[src/hdl/ptl_pkg.sv]
// ptl_pkg: types, constants and helpers for the priority task list scheduler.
// No dependencies; used by every module under hdl/.
package ptl_pkg;

    localparam int MAX_TASKS = 32;
    localparam int IDX_W     = $clog2(MAX_TASKS);
    localparam int ID_W      = 6;
    localparam int CNT_W     = 6;
    localparam int PRIO_W    = 8;
    localparam int WORD_W    = 32;
    localparam int KIND_W    = 2;
    localparam int FUNC_W    = 3;
    localparam int RANGE_W   = 7;

    localparam int IN_TUSER_W  = FUNC_W + KIND_W;
    localparam int IN_TDATA_W  = 80;
    localparam int OUT_TDATA_W = 72;
    localparam int CFG_IDX_W   = 1;

    localparam logic [CNT_W-1:0] MAIN_RESET = 6'd16;
    localparam logic [CNT_W-1:0] BG_RESET   = 6'd16;

    localparam logic [CFG_IDX_W-1:0] REG_MAIN = 1'd0;
    localparam logic [CFG_IDX_W-1:0] REG_BG   = 1'd1;

    localparam logic [FUNC_W-1:0] FN_CREATE    = 3'd0;
    localparam logic [FUNC_W-1:0] FN_TERMINATE = 3'd1;
    localparam logic [FUNC_W-1:0] FN_BLOCK     = 3'd2;
    localparam logic [FUNC_W-1:0] FN_UNBLOCK   = 3'd3;
    localparam logic [FUNC_W-1:0] FN_DISP_UPD  = 3'd4;
    localparam logic [FUNC_W-1:0] FN_DISP_BG   = 3'd5;
    localparam logic [FUNC_W-1:0] FN_DISP_VS   = 3'd6;

    localparam logic [KIND_W-1:0] KIND_FREE = 2'd0;
    localparam logic [KIND_W-1:0] KIND_BG   = 2'd2;

    typedef enum logic [4:0] {
        S_IDLE, S_DECODE, S_CR_WR, S_PUSH_CR,
        S_INS_START, S_INS_EMPTY, S_INS_RD, S_INS_CHK,
        S_LB_W1, S_LB_W2, S_LB_W3, S_TA_W1, S_TA_W2, S_INS_RET,
        S_TP_TEST, S_TP_STEP, S_TP_RD, S_TP_FIX,
        S_TU_RD, S_TU_CAP, S_TU_FIX, S_TM_CLR,
        S_DS_TEST, S_DS_CHK, S_DS_END, S_MG_TEST, S_MG_GET
    } state_t;

    typedef struct packed {
        logic              re;
        logic [IDX_W-1:0]  addr;
    } rd_req_t;

    typedef struct packed {
        logic              we_prev;
        logic              we_next;
        logic [IDX_W-1:0]  addr;
        logic [ID_W-1:0]   prev;
        logic [ID_W-1:0]   next;
    } link_wr_t;

    typedef struct packed {
        logic [ID_W-1:0]   prev;
        logic [ID_W-1:0]   next;
    } link_rd_t;

    typedef struct packed {
        logic              we_all;
        logic              we_blk;
        logic [IDX_W-1:0]  addr;
        logic [PRIO_W-1:0] prio;
        logic              blk;
        logic [KIND_W-1:0] kind;
        logic [WORD_W-1:0] arg;
        logic [WORD_W-1:0] hnd;
    } data_wr_t;

    typedef struct packed {
        logic [PRIO_W-1:0] prio;
        logic              blk;
        logic [KIND_W-1:0] kind;
        logic [WORD_W-1:0] arg;
        logic [WORD_W-1:0] hnd;
    } data_rd_t;

    typedef struct packed {
        logic              valid;
        logic [ID_W-1:0]   id;
        logic [WORD_W-1:0] arg;
        logic [WORD_W-1:0] hnd;
        logic              last;
    } push_t;

    function automatic logic [IDX_W-1:0] id2idx(input logic [ID_W-1:0] id);
        logic [ID_W-1:0] t;
        t = id - ID_W'(1);
        return t[IDX_W-1:0];
    endfunction

    function automatic logic [ID_W-1:0] idx2id(input logic [IDX_W-1:0] idx);
        return ID_W'(idx) + ID_W'(1);
    endfunction

    function automatic logic link_ok(input logic [ID_W-1:0] l);
        return (l != '0) && (l <= ID_W'(MAX_TASKS));
    endfunction

endpackage

[src/hdl/ptl_link_mem.sv]
// ptl_link_mem: per-slot prev/next link memory, one write and one read port.
// Depends on ptl_pkg.
module ptl_link_mem (
    input  logic              clk,
    input  ptl_pkg::link_wr_t wr,
    input  ptl_pkg::rd_req_t  rd,
    output ptl_pkg::link_rd_t rdata
);

    logic [ptl_pkg::ID_W-1:0] prev_mem [ptl_pkg::MAX_TASKS];
    logic [ptl_pkg::ID_W-1:0] next_mem [ptl_pkg::MAX_TASKS];

    always_ff @(posedge clk)
    begin
        if (wr.we_prev)
        begin
            prev_mem[wr.addr] <= wr.prev;
        end
        if (wr.we_next)
        begin
            next_mem[wr.addr] <= wr.next;
        end
        if (rd.re)
        begin
            rdata.prev <= prev_mem[rd.addr];
            rdata.next <= next_mem[rd.addr];
        end
    end

endmodule

[src/hdl/ptl_data_mem.sv]
// ptl_data_mem: per-slot payload memory (priority, blocked, kind, words).
// Depends on ptl_pkg.
module ptl_data_mem (
    input  logic              clk,
    input  ptl_pkg::data_wr_t wr,
    input  ptl_pkg::rd_req_t  rd,
    output ptl_pkg::data_rd_t rdata
);

    logic [ptl_pkg::PRIO_W-1:0] prio_mem [ptl_pkg::MAX_TASKS];
    logic                       blk_mem  [ptl_pkg::MAX_TASKS];
    logic [ptl_pkg::KIND_W-1:0] kind_mem [ptl_pkg::MAX_TASKS];
    logic [ptl_pkg::WORD_W-1:0] arg_mem  [ptl_pkg::MAX_TASKS];
    logic [ptl_pkg::WORD_W-1:0] hnd_mem  [ptl_pkg::MAX_TASKS];

    always_ff @(posedge clk)
    begin
        if (wr.we_all)
        begin
            prio_mem[wr.addr] <= wr.prio;
            kind_mem[wr.addr] <= wr.kind;
            arg_mem[wr.addr]  <= wr.arg;
            hnd_mem[wr.addr]  <= wr.hnd;
        end
        if (wr.we_all || wr.we_blk)
        begin
            blk_mem[wr.addr] <= wr.blk;
        end
        if (rd.re)
        begin
            rdata.prio <= prio_mem[rd.addr];
            rdata.blk  <= blk_mem[rd.addr];
            rdata.kind <= kind_mem[rd.addr];
            rdata.arg  <= arg_mem[rd.addr];
            rdata.hnd  <= hnd_mem[rd.addr];
        end
    end

endmodule

[src/hdl/ptl_seq.sv]
// ptl_seq: command sequencer; walks the task list and pending stack in memory.
// Depends on ptl_pkg, ptl_link_mem, ptl_data_mem.
module ptl_seq (
    input  logic                         clk,
    input  logic                         rst_n,
    input  logic                         in_valid,
    output logic                         in_ready,
    input  logic [ptl_pkg::FUNC_W-1:0]   in_func,
    input  logic [ptl_pkg::KIND_W-1:0]   in_kind,
    input  logic [ptl_pkg::PRIO_W-1:0]   in_prio,
    input  logic [ptl_pkg::ID_W-1:0]     in_id,
    input  logic [ptl_pkg::WORD_W-1:0]   in_arg,
    input  logic [ptl_pkg::WORD_W-1:0]   in_hnd,
    input  logic [ptl_pkg::CNT_W-1:0]    main_cnt,
    input  logic [ptl_pkg::CNT_W-1:0]    bg_cnt,
    input  logic                         out_free,
    output ptl_pkg::push_t               push
);

    localparam logic [ptl_pkg::ID_W-1:0]    MAXID = ptl_pkg::ID_W'(ptl_pkg::MAX_TASKS);
    localparam logic [ptl_pkg::RANGE_W-1:0] MAXR  = ptl_pkg::RANGE_W'(ptl_pkg::MAX_TASKS);

    ptl_pkg::state_t state_reg, state_next;

    logic [ptl_pkg::FUNC_W-1:0]  func_reg, func_next;
    logic [ptl_pkg::KIND_W-1:0]  kind_reg, kind_next;
    logic [ptl_pkg::PRIO_W-1:0]  prio_reg, prio_next;
    logic [ptl_pkg::ID_W-1:0]    opid_reg, opid_next;
    logic [ptl_pkg::WORD_W-1:0]  arg_reg, arg_next;
    logic [ptl_pkg::WORD_W-1:0]  hnd_reg, hnd_next;
    logic [ptl_pkg::IDX_W-1:0]   idx_reg, idx_next;
    logic [ptl_pkg::ID_W-1:0]    cur_reg, cur_next;
    logic [ptl_pkg::ID_W-1:0]    t_reg, t_next;
    logic [ptl_pkg::ID_W-1:0]    wsteps_reg, wsteps_next;
    logic [ptl_pkg::ID_W-1:0]    isteps_reg, isteps_next;
    logic [ptl_pkg::ID_W-1:0]    aprev_reg, aprev_next;
    logic [ptl_pkg::ID_W-1:0]    anext_reg, anext_next;
    logic [ptl_pkg::ID_W-1:0]    res_reg, res_next;
    logic                        ret_merge_reg, ret_merge_next;
    logic                        hvalid_reg, hvalid_next;
    logic [ptl_pkg::ID_W-1:0]    hid_reg, hid_next;
    logic [ptl_pkg::WORD_W-1:0]  harg_reg, harg_next;
    logic [ptl_pkg::WORD_W-1:0]  hhnd_reg, hhnd_next;
    logic [ptl_pkg::ID_W-1:0]    head_reg, head_next;
    logic [ptl_pkg::ID_W-1:0]    pend_reg, pend_next;
    logic [ptl_pkg::MAX_TASKS-1:0] live_reg, live_next;

    ptl_pkg::rd_req_t  rd;
    ptl_pkg::link_wr_t lwr;
    ptl_pkg::data_wr_t dwr;
    ptl_pkg::link_rd_t lrd;
    ptl_pkg::data_rd_t drd;

    ptl_link_mem u_link (.clk(clk), .wr(lwr), .rd(rd), .rdata(lrd));
    ptl_data_mem u_data (.clk(clk), .wr(dwr), .rd(rd), .rdata(drd));

    // free slot search over the range of the requested kind
    logic [ptl_pkg::RANGE_W-1:0] m_clip, b_clip, rem, base, lim;
    logic [ptl_pkg::MAX_TASKS-1:0] cand;
    logic                          found;
    logic [ptl_pkg::IDX_W-1:0]     free_idx;

    always_comb
    begin
        m_clip = (ptl_pkg::RANGE_W'(main_cnt) > MAXR) ? MAXR : ptl_pkg::RANGE_W'(main_cnt);
        rem    = MAXR - m_clip;
        b_clip = (ptl_pkg::RANGE_W'(bg_cnt) > rem) ? rem : ptl_pkg::RANGE_W'(bg_cnt);
        base   = (kind_reg == ptl_pkg::KIND_BG) ? m_clip : '0;
        lim    = (kind_reg == ptl_pkg::KIND_BG) ? (m_clip + b_clip) : m_clip;
        for (int i = 0; i < ptl_pkg::MAX_TASKS; i++)
        begin
            cand[i] = !live_reg[i] && (ptl_pkg::RANGE_W'(i) >= base)
                      && (ptl_pkg::RANGE_W'(i) < lim);
        end
        found    = |cand;
        free_idx = '0;
        for (int i = ptl_pkg::MAX_TASKS - 1; i >= 0; i--)
        begin
            if (cand[i])
            begin
                free_idx = ptl_pkg::IDX_W'(i);
            end
        end
    end

    logic [ptl_pkg::KIND_W-1:0] disp_kind;
    logic                       id_live, head_ok, walk_ok, ins_hit, ins_end, ds_match;
    logic [ptl_pkg::ID_W-1:0]   isteps_inc;

    always_comb
    begin
        disp_kind  = ptl_pkg::KIND_W'(func_reg - ptl_pkg::FN_BLOCK - ptl_pkg::FUNC_W'(1));
        id_live    = ptl_pkg::link_ok(opid_reg) && live_reg[ptl_pkg::id2idx(opid_reg)];
        head_ok    = ptl_pkg::link_ok(head_reg);
        walk_ok    = ptl_pkg::link_ok(t_reg) && (wsteps_reg < MAXID);
        ins_hit    = drd.prio >= prio_reg;
        isteps_inc = isteps_reg + ptl_pkg::ID_W'(1);
        ins_end    = !ptl_pkg::link_ok(lrd.next) || (isteps_inc >= MAXID);
        ds_match   = (drd.kind == disp_kind) && !drd.blk;
    end

    // next state
    always_comb
    begin
        state_next = state_reg;
        case (state_reg)
            ptl_pkg::S_IDLE:
            begin
                if (in_valid)
                begin
                    state_next = ptl_pkg::S_DECODE;
                end
            end
            ptl_pkg::S_DECODE:
            begin
                case (func_reg)
                    ptl_pkg::FN_CREATE:
                    begin
                        if (kind_reg != ptl_pkg::KIND_FREE && found)
                        begin
                            state_next = ptl_pkg::S_CR_WR;
                        end
                        else
                        begin
                            state_next = ptl_pkg::S_PUSH_CR;
                        end
                    end
                    ptl_pkg::FN_TERMINATE:
                        state_next = id_live ? ptl_pkg::S_TP_TEST : ptl_pkg::S_IDLE;
                    ptl_pkg::FN_DISP_UPD, ptl_pkg::FN_DISP_BG, ptl_pkg::FN_DISP_VS:
                        state_next = ptl_pkg::S_DS_TEST;
                    default:
                        state_next = ptl_pkg::S_IDLE;
                endcase
            end
            ptl_pkg::S_CR_WR:
            begin
                if (head_ok && kind_reg != ptl_pkg::KIND_BG)
                begin
                    state_next = ptl_pkg::S_INS_START;
                end
                else
                begin
                    state_next = ptl_pkg::S_PUSH_CR;
                end
            end
            ptl_pkg::S_PUSH_CR:
            begin
                if (out_free)
                begin
                    state_next = ptl_pkg::S_IDLE;
                end
            end
            ptl_pkg::S_INS_START:
                state_next = head_ok ? ptl_pkg::S_INS_RD : ptl_pkg::S_INS_EMPTY;
            ptl_pkg::S_INS_EMPTY: state_next = ptl_pkg::S_INS_RET;
            ptl_pkg::S_INS_RD:    state_next = ptl_pkg::S_INS_CHK;
            ptl_pkg::S_INS_CHK:
            begin
                if (ins_hit)
                begin
                    state_next = ptl_pkg::S_LB_W1;
                end
                else if (ins_end)
                begin
                    state_next = ptl_pkg::S_TA_W1;
                end
                else
                begin
                    state_next = ptl_pkg::S_INS_RD;
                end
            end
            ptl_pkg::S_LB_W1:   state_next = ptl_pkg::S_LB_W2;
            ptl_pkg::S_LB_W2:   state_next = ptl_pkg::S_LB_W3;
            ptl_pkg::S_LB_W3:   state_next = ptl_pkg::S_INS_RET;
            ptl_pkg::S_TA_W1:   state_next = ptl_pkg::S_TA_W2;
            ptl_pkg::S_TA_W2:   state_next = ptl_pkg::S_INS_RET;
            ptl_pkg::S_INS_RET:
                state_next = ret_merge_reg ? ptl_pkg::S_MG_TEST : ptl_pkg::S_PUSH_CR;
            ptl_pkg::S_TP_TEST:
            begin
                if (!walk_ok)
                begin
                    state_next = ptl_pkg::S_TU_RD;
                end
                else if (t_reg == opid_reg)
                begin
                    state_next = ptl_pkg::S_TP_RD;
                end
                else
                begin
                    state_next = ptl_pkg::S_TP_STEP;
                end
            end
            ptl_pkg::S_TP_STEP: state_next = ptl_pkg::S_TP_TEST;
            ptl_pkg::S_TP_RD:   state_next = ptl_pkg::S_TP_FIX;
            ptl_pkg::S_TP_FIX:  state_next = ptl_pkg::S_TM_CLR;
            ptl_pkg::S_TU_RD:   state_next = ptl_pkg::S_TU_CAP;
            ptl_pkg::S_TU_CAP:  state_next = ptl_pkg::S_TU_FIX;
            ptl_pkg::S_TU_FIX:  state_next = ptl_pkg::S_TM_CLR;
            ptl_pkg::S_TM_CLR:  state_next = ptl_pkg::S_IDLE;
            ptl_pkg::S_DS_TEST:
                state_next = walk_ok ? ptl_pkg::S_DS_CHK : ptl_pkg::S_DS_END;
            ptl_pkg::S_DS_CHK:
            begin
                if (!(ds_match && hvalid_reg && !out_free))
                begin
                    state_next = ptl_pkg::S_DS_TEST;
                end
            end
            ptl_pkg::S_DS_END:
            begin
                if (out_free)
                begin
                    state_next = (disp_kind == ptl_pkg::KIND_BG) ? ptl_pkg::S_MG_TEST
                                                                 : ptl_pkg::S_IDLE;
                end
            end
            ptl_pkg::S_MG_TEST:
                state_next = walk_ok ? ptl_pkg::S_MG_GET : ptl_pkg::S_IDLE;
            ptl_pkg::S_MG_GET:  state_next = ptl_pkg::S_INS_START;
            default:            state_next = ptl_pkg::S_IDLE;
        endcase
    end

    // outputs: memory ports, result push, input ready
    always_comb
    begin
        in_ready = (state_reg == ptl_pkg::S_IDLE);
        rd       = '0;
        lwr      = '0;
        dwr      = '0;
        push     = '0;
        case (state_reg)
            ptl_pkg::S_DECODE:
            begin
                if ((func_reg == ptl_pkg::FN_BLOCK || func_reg == ptl_pkg::FN_UNBLOCK)
                    && id_live)
                begin
                    dwr.we_blk = 1'b1;
                    dwr.addr   = ptl_pkg::id2idx(opid_reg);
                    dwr.blk    = (func_reg == ptl_pkg::FN_BLOCK);
                end
            end
            ptl_pkg::S_CR_WR:
            begin
                dwr.we_all  = 1'b1;
                dwr.addr    = idx_reg;
                dwr.prio    = prio_reg;
                dwr.blk     = 1'b0;
                dwr.kind    = kind_reg;
                dwr.arg     = arg_reg;
                dwr.hnd     = hnd_reg;
                lwr.we_prev = 1'b1;
                lwr.we_next = 1'b1;
                lwr.addr    = idx_reg;
                lwr.next    = (head_ok && kind_reg == ptl_pkg::KIND_BG) ? pend_reg : '0;
            end
            ptl_pkg::S_PUSH_CR:
            begin
                push.valid = out_free;
                push.id    = res_reg;
                push.last  = 1'b1;
            end
            ptl_pkg::S_INS_EMPTY:
            begin
                lwr.we_prev = 1'b1;
                lwr.we_next = 1'b1;
                lwr.addr    = idx_reg;
            end
            ptl_pkg::S_INS_RD:
            begin
                rd.re   = 1'b1;
                rd.addr = ptl_pkg::id2idx(cur_reg);
            end
            ptl_pkg::S_LB_W1:
            begin
                lwr.we_prev = 1'b1;
                lwr.we_next = 1'b1;
                lwr.addr    = idx_reg;
                lwr.prev    = aprev_reg;
                lwr.next    = cur_reg;
            end
            ptl_pkg::S_LB_W2:
            begin
                lwr.we_next = ptl_pkg::link_ok(aprev_reg);
                lwr.addr    = ptl_pkg::id2idx(aprev_reg);
                lwr.next    = ptl_pkg::idx2id(idx_reg);
            end
            ptl_pkg::S_LB_W3:
            begin
                lwr.we_prev = 1'b1;
                lwr.addr    = ptl_pkg::id2idx(cur_reg);
                lwr.prev    = ptl_pkg::idx2id(idx_reg);
            end
            ptl_pkg::S_TA_W1:
            begin
                lwr.we_prev = 1'b1;
                lwr.we_next = 1'b1;
                lwr.addr    = idx_reg;
                lwr.prev    = cur_reg;
            end
            ptl_pkg::S_TA_W2:
            begin
                lwr.we_next = 1'b1;
                lwr.addr    = ptl_pkg::id2idx(cur_reg);
                lwr.next    = ptl_pkg::idx2id(idx_reg);
            end
            ptl_pkg::S_TP_TEST, ptl_pkg::S_DS_TEST, ptl_pkg::S_MG_TEST:
            begin
                rd.re   = walk_ok;
                rd.addr = ptl_pkg::id2idx(t_reg);
            end
            ptl_pkg::S_TP_RD, ptl_pkg::S_TU_RD:
            begin
                rd.re   = 1'b1;
                rd.addr = idx_reg;
            end
            ptl_pkg::S_TP_FIX:
            begin
                lwr.we_next = ptl_pkg::link_ok(aprev_reg);
                lwr.addr    = ptl_pkg::id2idx(aprev_reg);
                lwr.next    = lrd.next;
            end
            ptl_pkg::S_TU_CAP:
            begin
                lwr.we_next = ptl_pkg::link_ok(lrd.prev);
                lwr.addr    = ptl_pkg::id2idx(lrd.prev);
                lwr.next    = lrd.next;
            end
            ptl_pkg::S_TU_FIX:
            begin
                lwr.we_prev = ptl_pkg::link_ok(anext_reg);
                lwr.addr    = ptl_pkg::id2idx(anext_reg);
                lwr.prev    = aprev_reg;
            end
            ptl_pkg::S_TM_CLR:
            begin
                lwr.we_prev = 1'b1;
                lwr.we_next = 1'b1;
                lwr.addr    = idx_reg;
            end
            ptl_pkg::S_DS_CHK:
            begin
                push.valid = ds_match && hvalid_reg && out_free;
                push.id    = hid_reg;
                push.arg   = harg_reg;
                push.hnd   = hhnd_reg;
            end
            ptl_pkg::S_DS_END:
            begin
                push.valid = out_free;
                push.id    = hvalid_reg ? hid_reg : '0;
                push.arg   = hvalid_reg ? harg_reg : '0;
                push.hnd   = hvalid_reg ? hhnd_reg : '0;
                push.last  = 1'b1;
            end
            default:
            begin
                rd = '0;
            end
        endcase
    end

    // datapath registers
    always_comb
    begin
        func_next      = func_reg;
        kind_next      = kind_reg;
        prio_next      = prio_reg;
        opid_next      = opid_reg;
        arg_next       = arg_reg;
        hnd_next       = hnd_reg;
        idx_next       = idx_reg;
        cur_next       = cur_reg;
        t_next         = t_reg;
        wsteps_next    = wsteps_reg;
        isteps_next    = isteps_reg;
        aprev_next     = aprev_reg;
        anext_next     = anext_reg;
        res_next       = res_reg;
        ret_merge_next = ret_merge_reg;
        hvalid_next    = hvalid_reg;
        hid_next       = hid_reg;
        harg_next      = harg_reg;
        hhnd_next      = hhnd_reg;
        head_next      = head_reg;
        pend_next      = pend_reg;
        live_next      = live_reg;
        case (state_reg)
            ptl_pkg::S_IDLE:
            begin
                if (in_valid)
                begin
                    func_next = in_func;
                    kind_next = in_kind;
                    prio_next = in_prio;
                    opid_next = in_id;
                    arg_next  = in_arg;
                    hnd_next  = in_hnd;
                end
            end
            ptl_pkg::S_DECODE:
            begin
                idx_next    = ptl_pkg::id2idx(opid_reg);
                t_next      = (func_reg == ptl_pkg::FN_TERMINATE) ? pend_reg : head_reg;
                wsteps_next = '0;
                aprev_next  = '0;
                hvalid_next = 1'b0;
                if (func_reg == ptl_pkg::FN_CREATE)
                begin
                    idx_next = free_idx;
                    res_next = (kind_reg != ptl_pkg::KIND_FREE && found)
                               ? ptl_pkg::idx2id(free_idx) : '0;
                end
            end
            ptl_pkg::S_CR_WR:
            begin
                live_next[idx_reg] = 1'b1;
                ret_merge_next     = 1'b0;
                if (!head_ok)
                begin
                    head_next = ptl_pkg::idx2id(idx_reg);
                end
                else if (kind_reg == ptl_pkg::KIND_BG)
                begin
                    pend_next = ptl_pkg::idx2id(idx_reg);
                end
            end
            ptl_pkg::S_INS_START:
            begin
                cur_next    = head_reg;
                isteps_next = '0;
            end
            ptl_pkg::S_INS_EMPTY:
                head_next = ptl_pkg::idx2id(idx_reg);
            ptl_pkg::S_INS_CHK:
            begin
                aprev_next = lrd.prev;
                if (!ins_hit)
                begin
                    isteps_next = isteps_inc;
                    if (!ins_end)
                    begin
                        cur_next = lrd.next;
                    end
                end
            end
            ptl_pkg::S_LB_W3:
            begin
                if (head_reg == cur_reg)
                begin
                    head_next = ptl_pkg::idx2id(idx_reg);
                end
            end
            ptl_pkg::S_TP_STEP:
            begin
                aprev_next  = t_reg;
                t_next      = lrd.next;
                wsteps_next = wsteps_reg + ptl_pkg::ID_W'(1);
            end
            ptl_pkg::S_TP_FIX:
            begin
                if (!ptl_pkg::link_ok(aprev_reg))
                begin
                    pend_next = lrd.next;
                end
            end
            ptl_pkg::S_TU_CAP:
            begin
                aprev_next = lrd.prev;
                anext_next = lrd.next;
            end
            ptl_pkg::S_TU_FIX:
            begin
                if (head_reg == opid_reg)
                begin
                    head_next = anext_reg;
                end
            end
            ptl_pkg::S_TM_CLR:
                live_next[idx_reg] = 1'b0;
            ptl_pkg::S_DS_CHK:
            begin
                if (!(ds_match && hvalid_reg && !out_free))
                begin
                    if (ds_match)
                    begin
                        hvalid_next = 1'b1;
                        hid_next    = t_reg;
                        harg_next   = drd.arg;
                        hhnd_next   = drd.hnd;
                    end
                    t_next      = lrd.next;
                    wsteps_next = wsteps_reg + ptl_pkg::ID_W'(1);
                end
            end
            ptl_pkg::S_DS_END:
            begin
                t_next      = pend_reg;
                wsteps_next = '0;
            end
            ptl_pkg::S_MG_TEST:
            begin
                if (!walk_ok)
                begin
                    pend_next = '0;
                end
            end
            ptl_pkg::S_MG_GET:
            begin
                idx_next       = ptl_pkg::id2idx(t_reg);
                prio_next      = drd.prio;
                t_next         = lrd.next;
                wsteps_next    = wsteps_reg + ptl_pkg::ID_W'(1);
                ret_merge_next = 1'b1;
            end
            default:
            begin
                idx_next = idx_reg;
            end
        endcase
    end

    always_ff @(posedge clk or negedge rst_n)
    begin
        if (!rst_n)
        begin
            state_reg     <= ptl_pkg::S_IDLE;
            head_reg      <= '0;
            pend_reg      <= '0;
            live_reg      <= '0;
            hvalid_reg    <= 1'b0;
            ret_merge_reg <= 1'b0;
        end
        else
        begin
            state_reg     <= state_next;
            head_reg      <= head_next;
            pend_reg      <= pend_next;
            live_reg      <= live_next;
            hvalid_reg    <= hvalid_next;
            ret_merge_reg <= ret_merge_next;
        end
    end

    always_ff @(posedge clk)
    begin
        func_reg   <= func_next;
        kind_reg   <= kind_next;
        prio_reg   <= prio_next;
        opid_reg   <= opid_next;
        arg_reg    <= arg_next;
        hnd_reg    <= hnd_next;
        idx_reg    <= idx_next;
        cur_reg    <= cur_next;
        t_reg      <= t_next;
        wsteps_reg <= wsteps_next;
        isteps_reg <= isteps_next;
        aprev_reg  <= aprev_next;
        anext_reg  <= anext_next;
        res_reg    <= res_next;
        hid_reg    <= hid_next;
        harg_reg   <= harg_next;
        hhnd_reg   <= hhnd_next;
    end

    a_push_room: assert property (@(posedge clk) disable iff (!rst_n)
        push.valid |-> out_free)
        else $error("result pushed into a full output register");

    a_head_range: assert property (@(posedge clk) disable iff (!rst_n)
        (head_reg <= MAXID) && (pend_reg <= MAXID))
        else $error("list or pending head out of range");

    a_create_live: assert property (@(posedge clk) disable iff (!rst_n)
        (state_reg == ptl_pkg::S_CR_WR) |=> live_reg[$past(idx_reg)])
        else $error("created slot not marked live");

endmodule

[src/hdl/priority_task_list_scheduler.sv]
// priority_task_list_scheduler: top level; config registers, output register,
// sequencer. Depends on ptl_pkg and ptl_seq.
//
//  channel  | direction | beat contents
//  ---------+-----------+---------------------------------------------------
//  s_axis   | in        | tuser: func, task_kind; tdata: prio, id, param, hnd
//  m_axis   | out       | tdata: result_id, param, handler; tlast: last_result
//  cfg      | in        | cfg_index 0 main slots, 1 background slots
//
// One command at a time. Create writes the slot, then links it into an empty
// list, onto the pending stack, or by an ordered insertion walking the list.
// Terminate walks the pending stack, then unlinks the task from the stack or
// the list. Dispatch walks the list; a background dispatch then re-inserts
// each pending task, each insertion walking the list with one link/data
// memory read per step. Output register lets the next command enter while a
// result waits; a stalled m_axis holds the walk. Reset: empty list, all free.
module priority_task_list_scheduler (
    input  logic                               clk,
    input  logic                               rst_n,
    input  logic                               s_axis_tvalid,
    output logic                               s_axis_tready,
    // [2:0] func, [4:3] task_kind
    input  logic [ptl_pkg::IN_TUSER_W-1:0]     s_axis_tuser,
    // [7:0] task_priority, [13:8] task_id, [45:14] task_param,
    // [77:46] task_handler, [79:78] zero
    input  logic [ptl_pkg::IN_TDATA_W-1:0]     s_axis_tdata,
    output logic                               m_axis_tvalid,
    input  logic                               m_axis_tready,
    // [5:0] result_id, [37:6] result_param, [69:38] result_handler, [71:70] zero
    output logic [ptl_pkg::OUT_TDATA_W-1:0]    m_axis_tdata,
    output logic                               m_axis_tlast,
    input  logic                               cfg_we,
    input  logic [ptl_pkg::CFG_IDX_W-1:0]      cfg_index,
    input  logic [ptl_pkg::CNT_W-1:0]          cfg_data
);

    logic [ptl_pkg::CNT_W-1:0] main_reg, bg_reg;
    logic                      ovalid_reg;
    logic [ptl_pkg::ID_W-1:0]  oid_reg;
    logic [ptl_pkg::WORD_W-1:0] oarg_reg, ohnd_reg;
    logic                      olast_reg;
    logic                      out_free;
    ptl_pkg::push_t            push;

    // slot range registers
    always_ff @(posedge clk or negedge rst_n)
    begin
        if (!rst_n)
        begin
            main_reg <= ptl_pkg::MAIN_RESET;
            bg_reg   <= ptl_pkg::BG_RESET;
        end
        else if (cfg_we)
        begin
            case (cfg_index)
                ptl_pkg::REG_MAIN: main_reg <= cfg_data;
                ptl_pkg::REG_BG:   bg_reg   <= cfg_data;
                default:           main_reg <= main_reg;
            endcase
        end
    end

    assign out_free = !ovalid_reg || m_axis_tready;

    ptl_seq u_seq (
        .clk      (clk),
        .rst_n    (rst_n),
        .in_valid (s_axis_tvalid),
        .in_ready (s_axis_tready),
        .in_func  (s_axis_tuser[2:0]),
        .in_kind  (s_axis_tuser[4:3]),
        .in_prio  (s_axis_tdata[7:0]),
        .in_id    (s_axis_tdata[13:8]),
        .in_arg   (s_axis_tdata[45:14]),
        .in_hnd   (s_axis_tdata[77:46]),
        .main_cnt (main_reg),
        .bg_cnt   (bg_reg),
        .out_free (out_free),
        .push     (push)
    );

    // output register: one result beat held until taken
    always_ff @(posedge clk or negedge rst_n)
    begin
        if (!rst_n)
        begin
            ovalid_reg <= 1'b0;
        end
        else if (push.valid)
        begin
            ovalid_reg <= 1'b1;
        end
        else if (m_axis_tready)
        begin
            ovalid_reg <= 1'b0;
        end
    end

    always_ff @(posedge clk)
    begin
        if (push.valid)
        begin
            oid_reg   <= push.id;
            oarg_reg  <= push.arg;
            ohnd_reg  <= push.hnd;
            olast_reg <= push.last;
        end
    end

    assign m_axis_tvalid = ovalid_reg;
    assign m_axis_tlast  = olast_reg;
    assign m_axis_tdata  = {2'b00, ohnd_reg, oarg_reg, oid_reg};

endmodule
[config.mk]
export PLATFORM = sky130hd
export DESIGN_NAME = priority_task_list_scheduler
export DESIGN_NICKNAME = d
export VERILOG_FILES = /design/src/hdl/ptl_pkg.sv /design/src/hdl/ptl_link_mem.sv /design/src/hdl/ptl_data_mem.sv /design/src/hdl/ptl_seq.sv /design/src/hdl/priority_task_list_scheduler.sv
export SDC_FILE = /design/constraint.sdc
export NUM_CORES = 2
export LEC_CHECK = 0
export BUFFER_PORTS_ARGS = -buffer_cell sky130_fd_sc_hd__buf_2
export CAP_MARGIN = 5
export CORE_ASPECT_RATIO = 0.7
export CORE_MARGIN = 3
export CORE_UTILIZATION = 35
export CTS_BUF_LIST = sky130_fd_sc_hd__clkbuf_4
export CTS_CLUSTER_SIZE = 12
export DETAILED_ROUTE_END_ITERATION = 12
export PLACE_DENSITY = 0.52
export SETUP_SLACK_MARGIN = 0.1
export SYNTH_ARGS = -nofsm -noshare
export SYNTH_HDL_FRONTEND = slang
export SYNTH_SLANG_ARGS = --single-unit
[constraint.sdc]
create_clock -name clk -period 12.7 [get_ports clk]
set_clock_uncertainty 0.15 [all_clocks]
set_input_delay 0.635 -clock clk [delete_from_list [all_inputs] [get_ports clk]]
set_output_delay 0.635 -clock clk [all_outputs]
set_load 0.05 [all_outputs]
Word level (Yosys, flattened, before mapping)
Memory sizes are Yosys's and may differ from the RTL's. A register that Yosys moved wholly into a read port is not among the register bits.
Cells that the tools add are included.
- add/sub/neg operators: 14
- reduce and logical (&&, ||, !) cells: 176
- eq/ne operators: 53
- bitwise logic cells: 5
- $lt $le $gt $ge: 79
- muxes and demuxes: 118
- operators by type and width (operator ; number):
    two-way mux 5 bit ; 43
    one-hot mux 64 bit (2 select lines) ; 1
    one-hot mux 5 bit (23 select lines) ; 1
    greater-or-equal comparator 5 x 7 -> 1 bit (first input constant) ; 16
    less-than comparator 5 x 7 -> 1 bit (first input constant) ; 16
    two-way mux 6 bit ; 17
    one-hot mux 6 bit (3 select lines) ; 5
    logical AND 1 bit ; 82
    one-hot mux 6 bit (4 select lines) ; 3
    two-way mux 66 bit ; 1
    two-way mux 32 bit ; 2
    one-hot mux 32 bit (2 select lines) ; 1
    greater-or-equal comparator 4 x 7 -> 1 bit (first input constant) ; 8
    less-than comparator 4 x 7 -> 1 bit (first input constant) ; 8
    == test 5 bit (second input constant) ; 11
    less-or-equal comparator 6 bit (second input constant) ; 7
    nonzero test 6 bit ; 7
    == test 5 x 4 -> 1 bit (second input constant) ; 8
    logical NOT 1 bit ; 36
    bitwise AND 32 bit ; 1
    inverter 32 bit ; 1
    bitwise OR 32 bit ; 1
    OR reduction 32 bit ; 1
    subtractor 5 x 1 -> 5 bit (second input constant) ; 6
    61 further kinds ; 162
- memories kept: 7
- logic and storage cells: 482
- register bits after elaboration: 335
- bits in writable memories: 2784
- memory list (memory ; depth ; bits a word ; rd ports ; clocked after memory_dff ; wr ports ; line ; RTL):
    u_seq.u_data.arg_mem ; 32 ; 32 ; 1 ; 1 ; 1 ; ptl_data_mem.sv:13 ; logic [ptl_pkg::WORD_W-1:0] arg_mem [ptl_pkg::MAX_TASKS];
    u_seq.u_data.hnd_mem ; 32 ; 32 ; 1 ; 1 ; 1 ; ptl_data_mem.sv:14 ; logic [ptl_pkg::WORD_W-1:0] hnd_mem [ptl_pkg::MAX_TASKS];
    u_seq.u_data.prio_mem ; 32 ; 8 ; 1 ; 1 ; 1 ; ptl_data_mem.sv:10 ; logic [ptl_pkg::PRIO_W-1:0] prio_mem [ptl_pkg::MAX_TASKS];
    u_seq.u_link.next_mem ; 32 ; 6 ; 1 ; 1 ; 1 ; ptl_link_mem.sv:11 ; logic [ptl_pkg::ID_W-1:0] next_mem [ptl_pkg::MAX_TASKS];
    u_seq.u_link.prev_mem ; 32 ; 6 ; 1 ; 1 ; 1 ; ptl_link_mem.sv:10 ; logic [ptl_pkg::ID_W-1:0] prev_mem [ptl_pkg::MAX_TASKS];
    u_seq.u_data.kind_mem ; 32 ; 2 ; 1 ; 1 ; 1 ; ptl_data_mem.sv:12 ; logic [ptl_pkg::KIND_W-1:0] kind_mem [ptl_pkg::MAX_TASKS];
    +1 memories ; -- ; -- ; -- ; -- ; -- ; -- ;

Depth between registers and ports, before layout
- word-level depth: 43
- gate-level depth with buffers: 34
- mapped depth without buffers: 32

Cells and area by module
From an unflattened synthesis, not the netlist that was laid out.
- cell total of the unflattened synthesis: 6922
- area total of the unflattened synthesis: 126928.0 µm²
- by module, submodules not included (module ; area an instance (µm²) ; instances ; cells an instance ; sequential area each (µm²)):
    ptl_data_mem ; 93686.1 ; 1 ; 4438 ; 74321.3
    ptl_link_mem ; 15766.4 ; 1 ; 913 ; 11891.4
    ptl_seq ; 14820.5 ; 1 ; 1467 ; 7282.0
    priority_task_list_scheduler ; 2655.0 ; 1 ; 104 ; 2459.9

Worst setup path before layout
Ideal clock, no wire load.
- kind: register to register
- start point: reg u_seq.t_reg[0] (netlist bit)
- end point: reg, netlist name u_seq.u_data.rdata[0]
- data required time: 11897 ps
- stages on the path, launching flop included: 12
- clock period less this slack: 8797 ps
- setup time: 653 ps
- arrival time: 7994 ps
- setup slack: 3903 ps
- buffers on the path: 1
- path through: edfxtp_1 > clkbuf_1 > inv_1 > ha_1 > nand2b_1 > nor3_1 > xor2_1 > nor2_1 > nand2_1 > a311oi_1 > a31oi_1 > o21ai_0
- RTL lines (what ; line ; RTL):
    start: declaration ; ptl_seq.sv:33 ; logic [ptl_pkg::ID_W-1:0] t_reg, t_next;
    start signal: assignment ; ptl_seq.sv:557 ; t_reg <= t_next;

Worst setup path after layout
- start point: reg main_reg[5] (netlist bit)
- end point: reg u_seq.res_reg[4] (netlist bit) (data pin)
- word-level cells in the longest chain between the ends: 42
- elaborated cells on any way between the ends: 171
- those cells by class: add/sub: 3; order compare: 66; mux: 36; reduce/logical: 66
- ends and longest elaborated chain (what ; line ; RTL):
    start: declaration ; priority_task_list_scheduler.sv:37 ; logic [ptl_pkg::CNT_W-1:0] main_reg, bg_reg;
    start signal: assignment ; priority_task_list_scheduler.sv:50 ; main_reg <= ptl_pkg::MAIN_RESET;
    start signal: assignment ; priority_task_list_scheduler.sv:56 ; ptl_pkg::REG_MAIN: main_reg <= cfg_data;
    start signal: assignment ; priority_task_list_scheduler.sv:58 ; default: main_reg <= main_reg;
    greater-than comparator 6 bit ; ptl_seq.sv:65 ; m_clip = (ptl_pkg::RANGE_W'(main_cnt) > MAXR) ? MAXR : ptl_pkg::RANGE_W'(main_cnt);
    two-way mux 6 bit * ; ptl_seq.sv:65 ;
    subtractor 6 x 7 -> 7 bit ; ptl_seq.sv:66 ; rem = MAXR - m_clip;
    greater-than comparator 6 x 7 -> 1 bit ; ptl_seq.sv:67 ; b_clip = (ptl_pkg::RANGE_W'(bg_cnt) > rem) ? rem : ptl_pkg::RANGE_W'(bg_cnt);
    two-way mux 7 bit ; ptl_seq.sv:67 ;
    adder 7 bit ; ptl_seq.sv:69 ; lim = (kind_reg == ptl_pkg::KIND_BG) ? (m_clip + b_clip) : m_clip;
    two-way mux 7 bit ; ptl_seq.sv:69 ;
    less-than comparator 5 x 7 -> 1 bit ; ptl_seq.sv:73 ; && (ptl_pkg::RANGE_W'(i) < lim);
    logical AND 1 bit ; ptl_seq.sv:73 ;
    two-way mux 5 bit (32 in a row) ; ptl_seq.sv:79 ; if (cand[i])
    adder 5 x 1 -> 6 bit ; ptl_pkg.sv:98 ; return ID_W'(idx) + ID_W'(1);
    end signal: assignment ; ptl_seq.sv:562 ; res_reg <= res_next;
    end: declaration ; ptl_seq.sv:38 ; logic [ptl_pkg::ID_W-1:0] res_reg, res_next;
Every way passes the cells marked *; elsewhere a longest branch is shown, timed or not.
A chain may end at the register's enable or synchronous reset.

==> qor.yml <==
worst_setup_path:
  rr_startpoint: "main_reg[5]"
  crit_family: "simple AND/OR/NAND/NOR gates"
  slowest_delay_ps: 680
  slowest_stage: "nor2b_1"
  required_ps: 13600
  crit_type: "reg2reg"
  cp_max_fo: 20
  worstSetupEndpointType: "flop"
  rr_worst_depth: 32
  rrSetupSlack_ps: 3880
  cp_common_cell: "nor2_1"
  cp.arrival_ps: 9730
  path_buf_inv: 3
  start_kind: "flop"
  r2r_end: "u_seq.res_reg[4]"
floorplan:
  start_util: 0.3534
  rows: 186
  die_h_um: 516.5
  ios: 172
  core_sq_um: 368600
  die_w_um: 735.2
  die_area_sq_um: 379700
logic_synthesis:
  synth-edff-count: 3142
  netlist_area_sq_um: 130300
  ys.flop_type: "edfxtp_1"
  syn_area_per_cell_sq_um: 12.96
  synthArstFlopShare: 0.01996
  synthCells: 10050
  yosysSeqAreaShare: 0.7365
  ys_types: 95
  ys_seq_elements: 3206
  ys_warn_count: 0
clock_tree:
  cts_buffer_depth: 4
  cts_root_buf: "clkbuf_4"
  cts.clk_slew.worst_paths_ps: 80
  cts_tree: "yes"
  clock-sinks: 3206
  cts_resized: 0
  postCtsSetupBuffers: 0
  numCtsBuffers: 778
  h-tree-depth: 6
  clk_latency_ps: 1490
route:
  firstDrtPassIters: 7
  viasPerCell: 5.447
  drt_iter0_markers: 10080
  avgRoutedWirePerCell_um: 25.06
  wl_um: 403500
  drc_errors: 0
  vias: 87690
  ant_nets: 0
pwr:
  vdd_ir_drop_max_uv: 147.3
  p_per_area_nw_per_um2: 186.0
  power_leakage_nw: 53.76
global_routing:
  antenna_found_initial: 26
  grt_start_max_net_pins: 184
  grt_pass1_wl_um: 583300
  first_global_vias: 85410
  gr-usage-all-layers: 0.2060
  grt_overflow: 0
timing:
  fin_setup_tns_ps: 0
  setup_violations: 0
  fin_hold_ws_ps: 234.0
  timing_hold_violations_final: 0
  fmax_mhz: 113.3
  fin_crit_ps: 8823
  setup_ws_ps: 3877
  slew_headroom: 0.1485
  rsz0062_at_grt: "no"
  tightest_slew_ps: 1277
  fin_crit_sh: 0.6948
  maxSlewViolCount: 0
final_layout:
  nFillCells: 34660
  drive_above_1_share: 0.1449
  final-instance-count-excl-fill: 16100
  reg_top3: "u_seq.u_data.arg_mem x1024, u_seq.u_data.hnd_mem x1024, u_seq.u_data.prio_mem x256"
  finalNetCount: 10790
  area_growth_pct: 13.67
placed_design:
  port_buffers: 167
  place_congestion: 0.8581
  dp_hpwl_um: 200000
  pre_cts_ws_ps: 3966
  dp.cells: 14570
min_path:
  min_to: "u_seq.harg_reg[3]"
  min_path_type: "reg2reg"
  worstHoldStart: "u_seq.u_data.rdata[35]"
  worstHoldPathCells: 0
flow_run:
  cap_violations: 0
status:
  outcome: "finished, final reports clean"
[report_power, final]
part / leakage (nW) / total [mW] / internal, mW / switching [mW]
logic: 14.3 / 6.32 / 1.62 / 4.71
clock network: 5.69 / 8.42 / 4.25 / 4.17
registers: 33.7 / 12.8 / 12.5 / 0.335
[cells in the mapped netlist (all sizes together) (15+ instances only)]
library cell / number / area [sq um]
a22oi: 15 / 126.4
clkbuf: 594 / 2230
o21ai: 78 / 394.1
o22ai: 15 / 93.84
nand2b: 19 / 121.4
nor3: 31 / 166.4
mux2: 17 / 191.4
o31ai: 98 / 740.7
buf: 116 / 559.3
dfrtp: 62 / 1551
edfxtp: 3142 / 94350
inv: 47 / 176.4
and2: 80 / 500.5
a21oi: 105 / 533.0
o311ai: 88 / 770.7
nor2: 263 / 987.2
ha: 37 / 462.9
and3: 429 / 2684
nand3: 991 / 4960
xnor2: 38 / 332.8
xor2: 19 / 166.4
a22o: 18 / 157.7
a31oi: 53 / 331.6
nand2: 2957 / 11100
a311oi: 525 / 4598
[worst max-delay path by stage]
stage                    from                    end  slack, ps  depth (start not counted)
2_1_floorplan  u_seq.t_reg[0]  u_seq.u_data.rdata[0]       3900                         11
3_3_place_gp      main_reg[5]       u_seq.res_reg[4]       3610                         32
3_5_place_dp      main_reg[5]       u_seq.res_reg[4]       3970                         32
4_1_cts           main_reg[5]       u_seq.res_reg[4]       3940                         32
5_1_grt           main_reg[5]       u_seq.res_reg[4]       3090                         32
6_report          main_reg[5]       u_seq.res_reg[4]       3880                         32
[cell families (layout without fill, tap and decap cells)]
family | count (synthesis) | after routing | synth area share
other | 1 | 13 | 0.00002878
AO/OA/AOI/OAI | 1114 | 1114 | 0.06752
multiplexers | 38 | 38 | 0.004072
AND/OR/NAND/NOR | 4843 | 4843 | 0.1615
buffers and inverters | 757 | 1901 | 0.02276
flip-flops | 3206 | 3206 | 0.7365
adder cells (fa/ha/maj) | 38 | 38 | 0.003707
XOR/XNOR | 57 | 57 | 0.003832
[per-layer routing]
metal,part of all wire,vias to the layer above,GRT usage
met5,0.00033,-,0
met2,0.44,3817,0.3136
met4,0.021,22,0.05523
met3,0.083,584,0.03907
li1,-,39060,-
met1,0.45,44200,0.3016
[final cells by class]
| class | count | area (sq um) | share of cell area |
|---|---|---|---|
| inverters | 47 | 176.4 | 0.001191 |
| multi-input cells | 6092 | 31810 | 0.2148 |
| clock buffers | 1096 | 8228 | 0.05556 |
| diodes | 11 | 27.53 | 0.0001859 |
| well taps | 4888 | 6116 | 0.04130 |
| clock inverters | 231 | 1379 | 0.009311 |
| repair buffers | 527 | 4394 | 0.02967 |
| flip-flops and latches | 3206 | 95950 | 0.6480 |
[placed cells by master (no fill, tap or decap), types with 15 or more instances in the layout]
cell type      instances
mux2_2                17
nor2_4                33
buf_4                141
clkinv_1             159
ha_1                  37
edfxtp_1            3142
clkbuf_4            1097
a21oi_1              103
o21ai_0               69
clkinv_2              28
dfrtp_1               62
buf_2                167
buf_12                31
a31oi_1               53
nor3_1                29
nand2b_1              18
a22o_1                18
nor2_1               227
o311ai_1              28
inv_1                 46
o22ai_1               15
a311oi_1             525
xor2_1                19
dlygate4sd3_1        187
o311ai_0              60
nand2_1             2956
nand3_1              988
and2_1                80
and3_1               428
xnor2_1               38
o31ai_1               97
[what timing repair did]
action,4_1_cts,5_1_grt
hold buffers,187,0
endpoints found under the hold margin,201,0
endpoints found under the setup margin,0,0
[per-stage QoR]
stage	instance area (sq um)	utilization	power, mW
6_report	148100	0.4017	27.54
4_1_cts	148000	0.4016	27.76
3_3_place_gp	136600	0.3705	19.18
5_1_grt	148100	0.4017	28.89
2_1_floorplan	130300	-	16.76
3_5_place_dp	136600	0.3705	19.25
(Power assumes the default switching activity.)
